## src/design/lbf_pkg.sv

```systemverilog
`timescale 1ns / 1ps
package lbf_pkg;

  localparam int ADDR_COUNT = 128;
  localparam int ADDR_W     = $clog2(ADDR_COUNT);
  localparam int MAX_PORTS  = 16;
  localparam int PORT_W     = 4;
  localparam int MASK_W     = 16;
  localparam int NPORT_W    = 5;
  localparam int BADDR_W    = 7;
  localparam int STA_W      = 7;
  localparam int CFG_IDX_W  = 2;
  localparam int CFG_DATA_W = 7;
  localparam int QUEUE_DEPTH = 2;

  localparam logic [CFG_IDX_W-1:0] REG_NUM_PORTS = CFG_IDX_W'(0);
  localparam logic [CFG_IDX_W-1:0] REG_BCAST     = CFG_IDX_W'(1);

  localparam logic [NPORT_W-1:0] NUM_PORTS_RST = NPORT_W'(4);
  localparam logic [BADDR_W-1:0] BCAST_RST     = BADDR_W'(99);

  // One frame header as it waits between front and back.
  typedef struct packed {
    logic [STA_W-1:0]  src;
    logic [STA_W-1:0]  dst;
    logic [PORT_W-1:0] port;
    logic              bcast;
  } lbf_item_t;

endpackage

```

## src/design/learning_bridge_forwarder.sv

```systemverilog
`timescale 1ns / 1ps
// Channel  Handshake         Payload
// in       start & !busy     src_addr, dst_addr, in_port
// out      done (one cycle)  out_ports, flooded, learned
// cfg      cfg_we            cfg_idx, cfg_data
//
// Back end: B_IDLE pops a word and reads the table, registered (source and
// destination on the two read ports); B_LOOK then does update and result.
// busy rises only when the two-entry queue is full; the receiver cannot stall.
// Synchronous reset clears all learned-entry valid bits at once; no sweep.
module learning_bridge_forwarder (
  input  logic                          clk,
  input  logic                          rst,
  input  logic                          start,
  output logic                          busy,
  input  logic [lbf_pkg::STA_W-1:0]      src_addr,
  input  logic [lbf_pkg::STA_W-1:0]      dst_addr,
  input  logic [lbf_pkg::PORT_W-1:0]     in_port,
  input  logic                          cfg_we,
  input  logic [lbf_pkg::CFG_IDX_W-1:0]  cfg_idx,
  input  logic [lbf_pkg::CFG_DATA_W-1:0] cfg_data,
  output logic                          done,
  output logic [lbf_pkg::MASK_W-1:0]     out_ports,
  output logic                          flooded,
  output logic                          learned
);
  import lbf_pkg::*;

  logic [NPORT_W-1:0] num_ports;
  logic [BADDR_W-1:0] broadcast_addr;
  logic               head_valid;
  lbf_item_t          head;
  logic               pop;

  // configuration registers; writes to unused indexes are dropped
  always_ff @(posedge clk) begin
    if (rst) begin
      num_ports      <= NUM_PORTS_RST;
      broadcast_addr <= BCAST_RST;
    end else if (cfg_we) begin
      case (cfg_idx)
        REG_NUM_PORTS: num_ports      <= cfg_data[NPORT_W-1:0];
        REG_BCAST:     broadcast_addr <= cfg_data[BADDR_W-1:0];
        default:       ;
      endcase
    end
  end

  // front end: accept the header, flag broadcast, queue it
  lbf_front u_front (
    .clk            (clk),
    .rst            (rst),
    .start          (start),
    .busy           (busy),
    .src_addr       (src_addr),
    .dst_addr       (dst_addr),
    .in_port        (in_port),
    .broadcast_addr (broadcast_addr),
    .head_valid     (head_valid),
    .head           (head),
    .pop            (pop)
  );

  // back end: table lookup, learning and forwarding decision
  lbf_back u_back (
    .clk        (clk),
    .rst        (rst),
    .num_ports  (num_ports),
    .head_valid (head_valid),
    .head       (head),
    .pop        (pop),
    .done       (done),
    .out_ports  (out_ports),
    .flooded    (flooded),
    .learned    (learned)
  );

endmodule

```

## src/design/lbf_ram.sv

```systemverilog
`timescale 1ns / 1ps
module lbf_ram #(
  parameter int WIDTH = 4,
  parameter int DEPTH = 128
) (
  input  logic                     clk,
  input  logic                     we,
  input  logic [$clog2(DEPTH)-1:0] waddr,
  input  logic [WIDTH-1:0]         wdata,
  input  logic [$clog2(DEPTH)-1:0] raddr_a,
  output logic [WIDTH-1:0]         rdata_a,
  input  logic [$clog2(DEPTH)-1:0] raddr_b,
  output logic [WIDTH-1:0]         rdata_b
);

  logic [WIDTH-1:0] mem [DEPTH];

  always_ff @(posedge clk) begin
    if (we) begin
      mem[waddr] <= wdata;
    end
    rdata_a <= mem[raddr_a];
    rdata_b <= mem[raddr_b];
  end

endmodule

```

## src/design/lbf_front.sv

```systemverilog
`timescale 1ns / 1ps
module lbf_front (
  input  logic                       clk,
  input  logic                       rst,
  input  logic                       start,
  output logic                       busy,
  input  logic [lbf_pkg::STA_W-1:0]   src_addr,
  input  logic [lbf_pkg::STA_W-1:0]   dst_addr,
  input  logic [lbf_pkg::PORT_W-1:0]  in_port,
  input  logic [lbf_pkg::BADDR_W-1:0] broadcast_addr,
  output logic                       head_valid,
  output lbf_pkg::lbf_item_t         head,
  input  logic                       pop
);
  import lbf_pkg::*;

  localparam int PTR_W = $clog2(QUEUE_DEPTH);
  localparam int CNT_W = $clog2(QUEUE_DEPTH + 1);

  lbf_item_t           slots [QUEUE_DEPTH];
  logic [PTR_W-1:0]    wr_ptr;
  logic [PTR_W-1:0]    rd_ptr;
  logic [CNT_W-1:0]    count;
  logic                push;
  lbf_item_t           item;

  assign busy       = (count == CNT_W'(QUEUE_DEPTH));
  assign push       = start && !busy;
  assign head_valid = (count != '0);
  assign head       = slots[rd_ptr];

  // classify on entry: user keeps broadcast register stable while words are in flight; not enforced
  always_comb begin
    item.src   = src_addr;
    item.dst   = dst_addr;
    item.port  = in_port;
    item.bcast = (dst_addr == broadcast_addr);
  end

  always_ff @(posedge clk) begin
    if (push) begin
      slots[wr_ptr] <= item;
    end
  end

  always_ff @(posedge clk) begin
    if (rst) begin
      wr_ptr <= '0;
      rd_ptr <= '0;
      count  <= '0;
    end else begin
      if (push) begin
        wr_ptr <= (wr_ptr == PTR_W'(QUEUE_DEPTH - 1)) ? '0 : wr_ptr + 1'b1;
      end
      if (pop) begin
        rd_ptr <= (rd_ptr == PTR_W'(QUEUE_DEPTH - 1)) ? '0 : rd_ptr + 1'b1;
      end
      case ({push, pop})
        2'b10:   count <= count + 1'b1;
        2'b01:   count <= count - 1'b1;
        default: count <= count;
      endcase
    end
  end

endmodule

```

## src/design/lbf_back.sv

```systemverilog
`timescale 1ns / 1ps
module lbf_back (
  input  logic                       clk,
  input  logic                       rst,
  input  logic [lbf_pkg::NPORT_W-1:0] num_ports,
  input  logic                       head_valid,
  input  lbf_pkg::lbf_item_t         head,
  output logic                       pop,
  output logic                       done,
  output logic [lbf_pkg::MASK_W-1:0]  out_ports,
  output logic                       flooded,
  output logic                       learned
);
  import lbf_pkg::*;

  typedef enum logic {
    B_IDLE,
    B_LOOK
  } state_t;

  state_t              state;
  lbf_item_t           cur;
  logic [ADDR_COUNT-1:0] vld;
  logic [PORT_W-1:0]   rd_src;
  logic [PORT_W-1:0]   rd_dst;

  logic [ADDR_W-1:0]   si;
  logic [ADDR_W-1:0]   di;
  logic                src_known;
  logic [PORT_W-1:0]   src_port;
  logic                dst_known;
  logic [PORT_W-1:0]   dst_port;
  logic                flood;
  logic [NPORT_W-1:0]  lim;
  logic [MASK_W-1:0]   mask;
  logic                wr_en;

  assign pop = (state == B_IDLE) && head_valid;

  lbf_ram #(
    .WIDTH (PORT_W),
    .DEPTH (ADDR_COUNT)
  ) u_table (
    .clk     (clk),
    .we      (wr_en),
    .waddr   (si),
    .wdata   (cur.port),
    .raddr_a (head.src[ADDR_W-1:0]),
    .rdata_a (rd_src),
    .raddr_b (head.dst[ADDR_W-1:0]),
    .rdata_b (rd_dst)
  );

  always_comb begin
    si        = cur.src[ADDR_W-1:0];
    di        = cur.dst[ADDR_W-1:0];
    src_known = vld[si];
    src_port  = src_known ? rd_src : cur.port;
    // learning comes first, so a frame to its own source sees the new entry
    if (si == di) begin
      dst_known = 1'b1;
      dst_port  = src_port;
    end else begin
      dst_known = vld[di];
      dst_port  = rd_dst;
    end
    flood = cur.bcast || !dst_known;
    lim   = (num_ports > NPORT_W'(MAX_PORTS)) ? NPORT_W'(MAX_PORTS) : num_ports;
    for (int i = 0; i < MASK_W; i++) begin
      mask[i] = flood ? ((NPORT_W'(i) < lim) && (PORT_W'(i) != src_port))
                      : (PORT_W'(i) == dst_port);
    end
    wr_en = (state == B_LOOK) && !src_known;
  end

  always_ff @(posedge clk) begin
    if (pop) begin
      cur <= head;
    end
  end

  always_ff @(posedge clk) begin
    if (rst) begin
      vld <= '0;
    end else if (wr_en) begin
      vld[si] <= 1'b1;
    end
  end

  always_ff @(posedge clk) begin
    if (rst) begin
      state <= B_IDLE;
      done  <= 1'b0;
    end else begin
      done <= 1'b0;
      unique case (state)
        B_IDLE: begin
          if (head_valid) begin
            state <= B_LOOK;
          end
        end
        B_LOOK: begin
          done      <= 1'b1;
          out_ports <= mask;
          flooded   <= flood;
          learned   <= !src_known;
          state     <= B_IDLE;
        end
        default: state <= B_IDLE;
      endcase
    end
  end

`ifndef SYNTH
  a_done_after_look: assert property (@(posedge clk) disable iff (rst)
    done |-> $past(state == B_LOOK))
    else $error("result strobe without a lookup");

  a_learn_sticks: assert property (@(posedge clk) disable iff (rst)
    wr_en |=> vld[$past(si)])
    else $error("learned entry not marked valid");

  a_one_at_a_time: assert property (@(posedge clk) disable iff (rst)
    pop |=> (state == B_LOOK) && !pop)
    else $error("second word popped during lookup");

  a_learned_flag: assert property (@(posedge clk) disable iff (rst)
    wr_en |=> done && learned)
    else $error("table write without learned flag");
`endif

endmodule

```

## config.mk

```make
export PLATFORM = sky130hd
export DESIGN_NAME = learning_bridge_forwarder
export DESIGN_NICKNAME = d
export VERILOG_FILES = /design/src/design/lbf_pkg.sv /design/src/design/learning_bridge_forwarder.sv /design/src/design/lbf_ram.sv /design/src/design/lbf_front.sv /design/src/design/lbf_back.sv
export SDC_FILE = /design/constraint.sdc
export NUM_CORES = 2
export LEC_CHECK = 0
export BUFFER_PORTS_ARGS = -buffer_cell sky130_fd_sc_hd__buf_2
export CAP_MARGIN = 25
export CELL_PAD_IN_SITES_DETAIL_PLACEMENT = 1
export CELL_PAD_IN_SITES_GLOBAL_PLACEMENT = 2
export CORE_MARGIN = 10
export CORE_UTILIZATION = 52
export CTS_CLUSTER_DIAMETER = 120
export CTS_CLUSTER_SIZE = 8
export DETAILED_ROUTE_END_ITERATION = 8
export PLACE_DENSITY = 0.84
export SYNTH_ARGS = -nofsm -noshare
export SYNTH_HDL_FRONTEND = slang
export SYNTH_HIERARCHICAL = 1
export SYNTH_SLANG_ARGS = --single-unit
```

## constraint.sdc

```tcl
create_clock -name clk -period 12.7 [get_ports clk]
set_clock_uncertainty 0.2 [all_clocks]
set_input_delay 1.27 -clock clk [delete_from_list [all_inputs] [get_ports clk]]
set_output_delay 1.27 -clock clk [all_outputs]
set_load 0.1 [all_outputs]
```

==> summary.md <==
| Metric | Value |
|---|---|
| Clk slew on worst S/H paths | 0.06 ns |
| Post-cts resize count | 0 |
| CTS sink cnt | 742 |
| Maxcap violations | 0 |
| RSZ-0062 raised after global routing | no |
| Static leakage | 12.4 nW |
| Reg-to-Reg End | u_back/u_table/mem[122][3] |
| Die Span X | 279 um |
| Fmax | 0.161 GHz |
| Startpoint Class | flop |
| Status | completed |
| CTS Root Cell | clkbuf_16 |
| Pin count of the biggest net entering global routing | 95 |
| Post-CTS Setup Bufs | 0 |
| Synth Cell Area | 34900 um2 |
| Routability cong. | 0.857 |
| Antenna-violating nets left | 0 |
| Final setup TNS | 0 ns |
| Reg2Reg Depth | 12 |
| Initial antenna violation count | 1 |
| Power per cell area | 205 nW/um2 |
| R2r setup slk | 6.48 ns |
| DR pass1 iterations | 5 |
| Slew Limit Fails | 0 |
| Fraction of registers with async set/reset | 0 |
| Met3 usage | 0.0475 |
| Crit path required time | 12.80 ns |
| Crit Path Max Fanout | 59 |
| Ant. Diodes | 0 |
| Worst flop-to-flop path startpoint | u_back/si[2] |
| IO Port Bufs | 50 |
| Post-synth EDFFs | 587 |
| Vias/cell | 7.01 |
| Hold Crit Class | flop to flop |
| M2 GR Usage | 0.439 |
| Synth cell types | 74 |
| CP Capture Type | flop |
| Rel. slew slack | 0.267 |
| Arr. time, crit path | 6.32 ns |
| Most Crowded Layer GR | met2 |
| Yosys reg bits | 742 |
| Path type of the worst setup path | flop to flop |
| Starting DRT DRC Count | 2647 |
| Met1 Use GR | 0.339 |
| Peak VDD IR | 0.000227 V |
| Worst path slowest cell | nor4_2 |
| Worst path max stage delay | 0.78 ns |
| Mapped Cells | 2077 |
| GRT Total Usage | 0.264 |
| Vias in the first global route | 22600 |
| Total Routed Length | 103 mm |
| Area Growth Syn to Fin | 11.5% |
| Top FF cell, synth | edfxtp_1 |
| Height of the die | 279 um |
| Worst slew pin tran | 1.10 ns |
| Syn avg cell area | 16.8 um2 |
| Min cycle time layout | 6.22 ns |
| Core Area | 66100 um2 |
| Critical Path End | u_back/u_table/mem[122][3] |
| Worst hold margin | 0.299 ns |
| First-pass GRT wire length | 154 mm |
| FP Rows | 94 |
| Worst Setup SP | u_back/si[2] |
| DRC Markers | 0 |
| Worst-Skew Late Latency | 0.68 ns |
| Sequential share of the synthesized area | 0.594 |
| Total CTS buffers | 102 |
| WP buf/inv | 2 |
| CP cell instances | buf_4 -> mux2_2 -> a221oi_1 -> o21ai_0 -> and3_1 -> nor4_2 -> nand2_1 -> buf_4 -> nor2_1 -> nor2b_1 -> nand2_1 -> nor2_1 |
| Syn nets | 2109 |
| Full die area | 77800 um2 |
| CTS tree | built |
| Hold-fix buffers, CTS | 0 |
| Crit path max-delay family | simple AND/OR/NAND/NOR gates |
| DP Wirelength | 65.4 mm |
| Clock H-tree levels | 3 |
| Ys Warns | 6 |
| Critical Path Stages | 12 |
| Via count | 21200 |
| Fin. Hold Viols | 0 |
| Starting Density | 0.528 |
| Congestion Overflow GR | 0 |
| # setup viols final | 0 |
| IO Count | 51 |
| Share of post-route cells with drive strength above 1 | 0.311 |
| Nets | 2164 |
| Routed len/inst | 33.9 um |
| Max Buffers Root-to-Sink | 3 |
| Fillers | 5854 |
| Final worst path period share | 0.490 |
## Yosys cell counts, types with 4 or more instances
cell type | number | area share
nor4_4 | 9 | 0.0055
nor2b_1 | 15 | 0.0027
nand2b_1 | 24 | 0.0043
nand2_1 | 28 | 0.0030
edfxtp_1 | 587 | 0.51
nand3b_1 | 4 | 0.00086
o21a_1 | 4 | 0.00086
mux4_2 | 384 | 0.25
clkbuf_1 | 72 | 0.0077
xor2_1 | 4 | 0.0010
o31ai_1 | 5 | 0.0011
nand3_1 | 20 | 0.0029
xnor2_1 | 13 | 0.0033
buf_4 | 12 | 0.0026
dfxtp_1 | 155 | 0.089
nor3_1 | 17 | 0.0024
buf_2 | 43 | 0.0062
o21ai_0 | 16 | 0.0023
nand4_1 | 4 | 0.00072
o32ai_1 | 14 | 0.0035
buf_1 | 20 | 0.0022
inv_1 | 10 | 0.0011
nor4_1 | 4 | 0.00072
a31oi_1 | 7 | 0.0013
or3_1 | 5 | 0.00090
mux2i_1 | 38 | 0.011
a221oi_1 | 16 | 0.0040
a21oi_1 | 137 | 0.020
o22ai_1 | 7 | 0.0013
and3_1 | 4 | 0.00072
mux2_2 | 33 | 0.011
nor2_1 | 295 | 0.032
buf_6 | 8 | 0.0026
## power breakdown
part           total (W)  switching, W  internal (W)
Clock            0.00247       0.00101       0.00146
Combinational    0.00250       0.00157      0.000936
Sequential       0.00300     0.0000697       0.00293
## layout make-up
class	instances	area (um2)	share of cell area
inverters	12	45.0	0.00116
flip-flops and latches	742	20700	0.533
multi-input cells	1166	13400	0.344
clock inverters	7	149	0.00383
clock buffers	130	2680	0.0689
well taps	864	1080	0.0278
repair buffers	108	818	0.0210
## how the worst min path moves through the flow
stage / startpoint / end / cells past startpoint
after floorplan: u_back/vld[2] / u_back/vld[2] / 2
after global placement: u_back/vld[41] / u_back/vld[41] / 2
after detailed placement: u_back/vld[46] / u_back/vld[46] / 2
after CTS: u_back/vld[46] / u_back/vld[46] / 2
after global routing: u_back/vld[45] / u_back/vld[45] / 2
final: u_back/vld[46] / u_back/vld[46] / 2
## sequential cells by signal, indices dropped and copies added (netlist names), 2 cells and up, named ones only
name	cells
num_ports	5
broadcast_addr	7
u_back/u_table/rdata_a	4
u_back/di	7
u_back/u_table/rdata_b	4
u_back/si	7
u_back/cur	5
u_back/u_table/mem	512
u_front/slots	38
u_back/vld	128
u_front/count	2
u_back/out_ports	16
## worst register-to-register path, stage by stage (launching register included)
cell and delay, ns:
edfxtp_1 0.32, buf_4 0.62, mux2_2 0.47, a221oi_1 0.29, o21ai_0 0.13, and3_1 0.23, nor4_2 0.78, nand2_1 0.11
buf_4 0.28, nor2_1 0.75, nor2b_1 0.35, nand2_1 0.71, nor2_1 0.63
## layer usage
| metal | share of wire | wire length, um | up-vias |
|---|---|---|---|
| met5 | 0 | 0 | - |
| met4 | 0.040 | 4130 | 0 |
| met3 | 0.079 | 8160 | 228 |
| met2 | 0.50 | 51600 | 1208 |
| met1 | 0.38 | 38800 | 11200 |
| li1 | - | - | 8561 |
## cell families (layout without fill, tap and decap cells)
group / count (synthesis) / after routing / share of synthesized area
and+or+nand+nor: 446 / 446 / 0.0607
AOI/OAI and AO/OA: 243 / 243 / 0.0449
adders and majority gates: 1 / 1 / 0.000359
DFF: 742 / 742 / 0.594
xor gates and xnor gates: 17 / 17 / 0.00427
buffers and inverters: 169 / 257 / 0.0234
muxes: 459 / 459 / 0.272
## per-stage QoR
| stage | cell area (um2) | worst slack [ns] | std cells | power [W] | util |
|---|---|---|---|---|---|
| finish | 38900 | 6.48 | 3029 | 0.00797 | 0.588 |
| global route | 38900 | 6.29 | 3029 | 0.00824 | 0.588 |
| CTS | 38800 | 6.67 | 3022 | 0.00797 | 0.586 |
| detailed placement | 35900 | 6.71 | 2885 | 0.00548 | 0.544 |
| global placement | 35800 | 6.77 | 2880 | 0.00543 | 0.542 |
| floorplan | 34900 | 8.67 | 2077 | 0.00473 | - |
## placed cells by master (no fill, tap or decap), drive strengths merged, types with 19 or more instances in the layout
cell type,n
a21oi,140
dfxtp,155
mux4,387
nand3,20
mux2,34
nand2b,25
nand2,28
nor3,19
edfxtp,587
buf,105
mux2i,38
nor2,295
clkbuf,133
No activity file was read; power rests on OpenSTA's default activity.
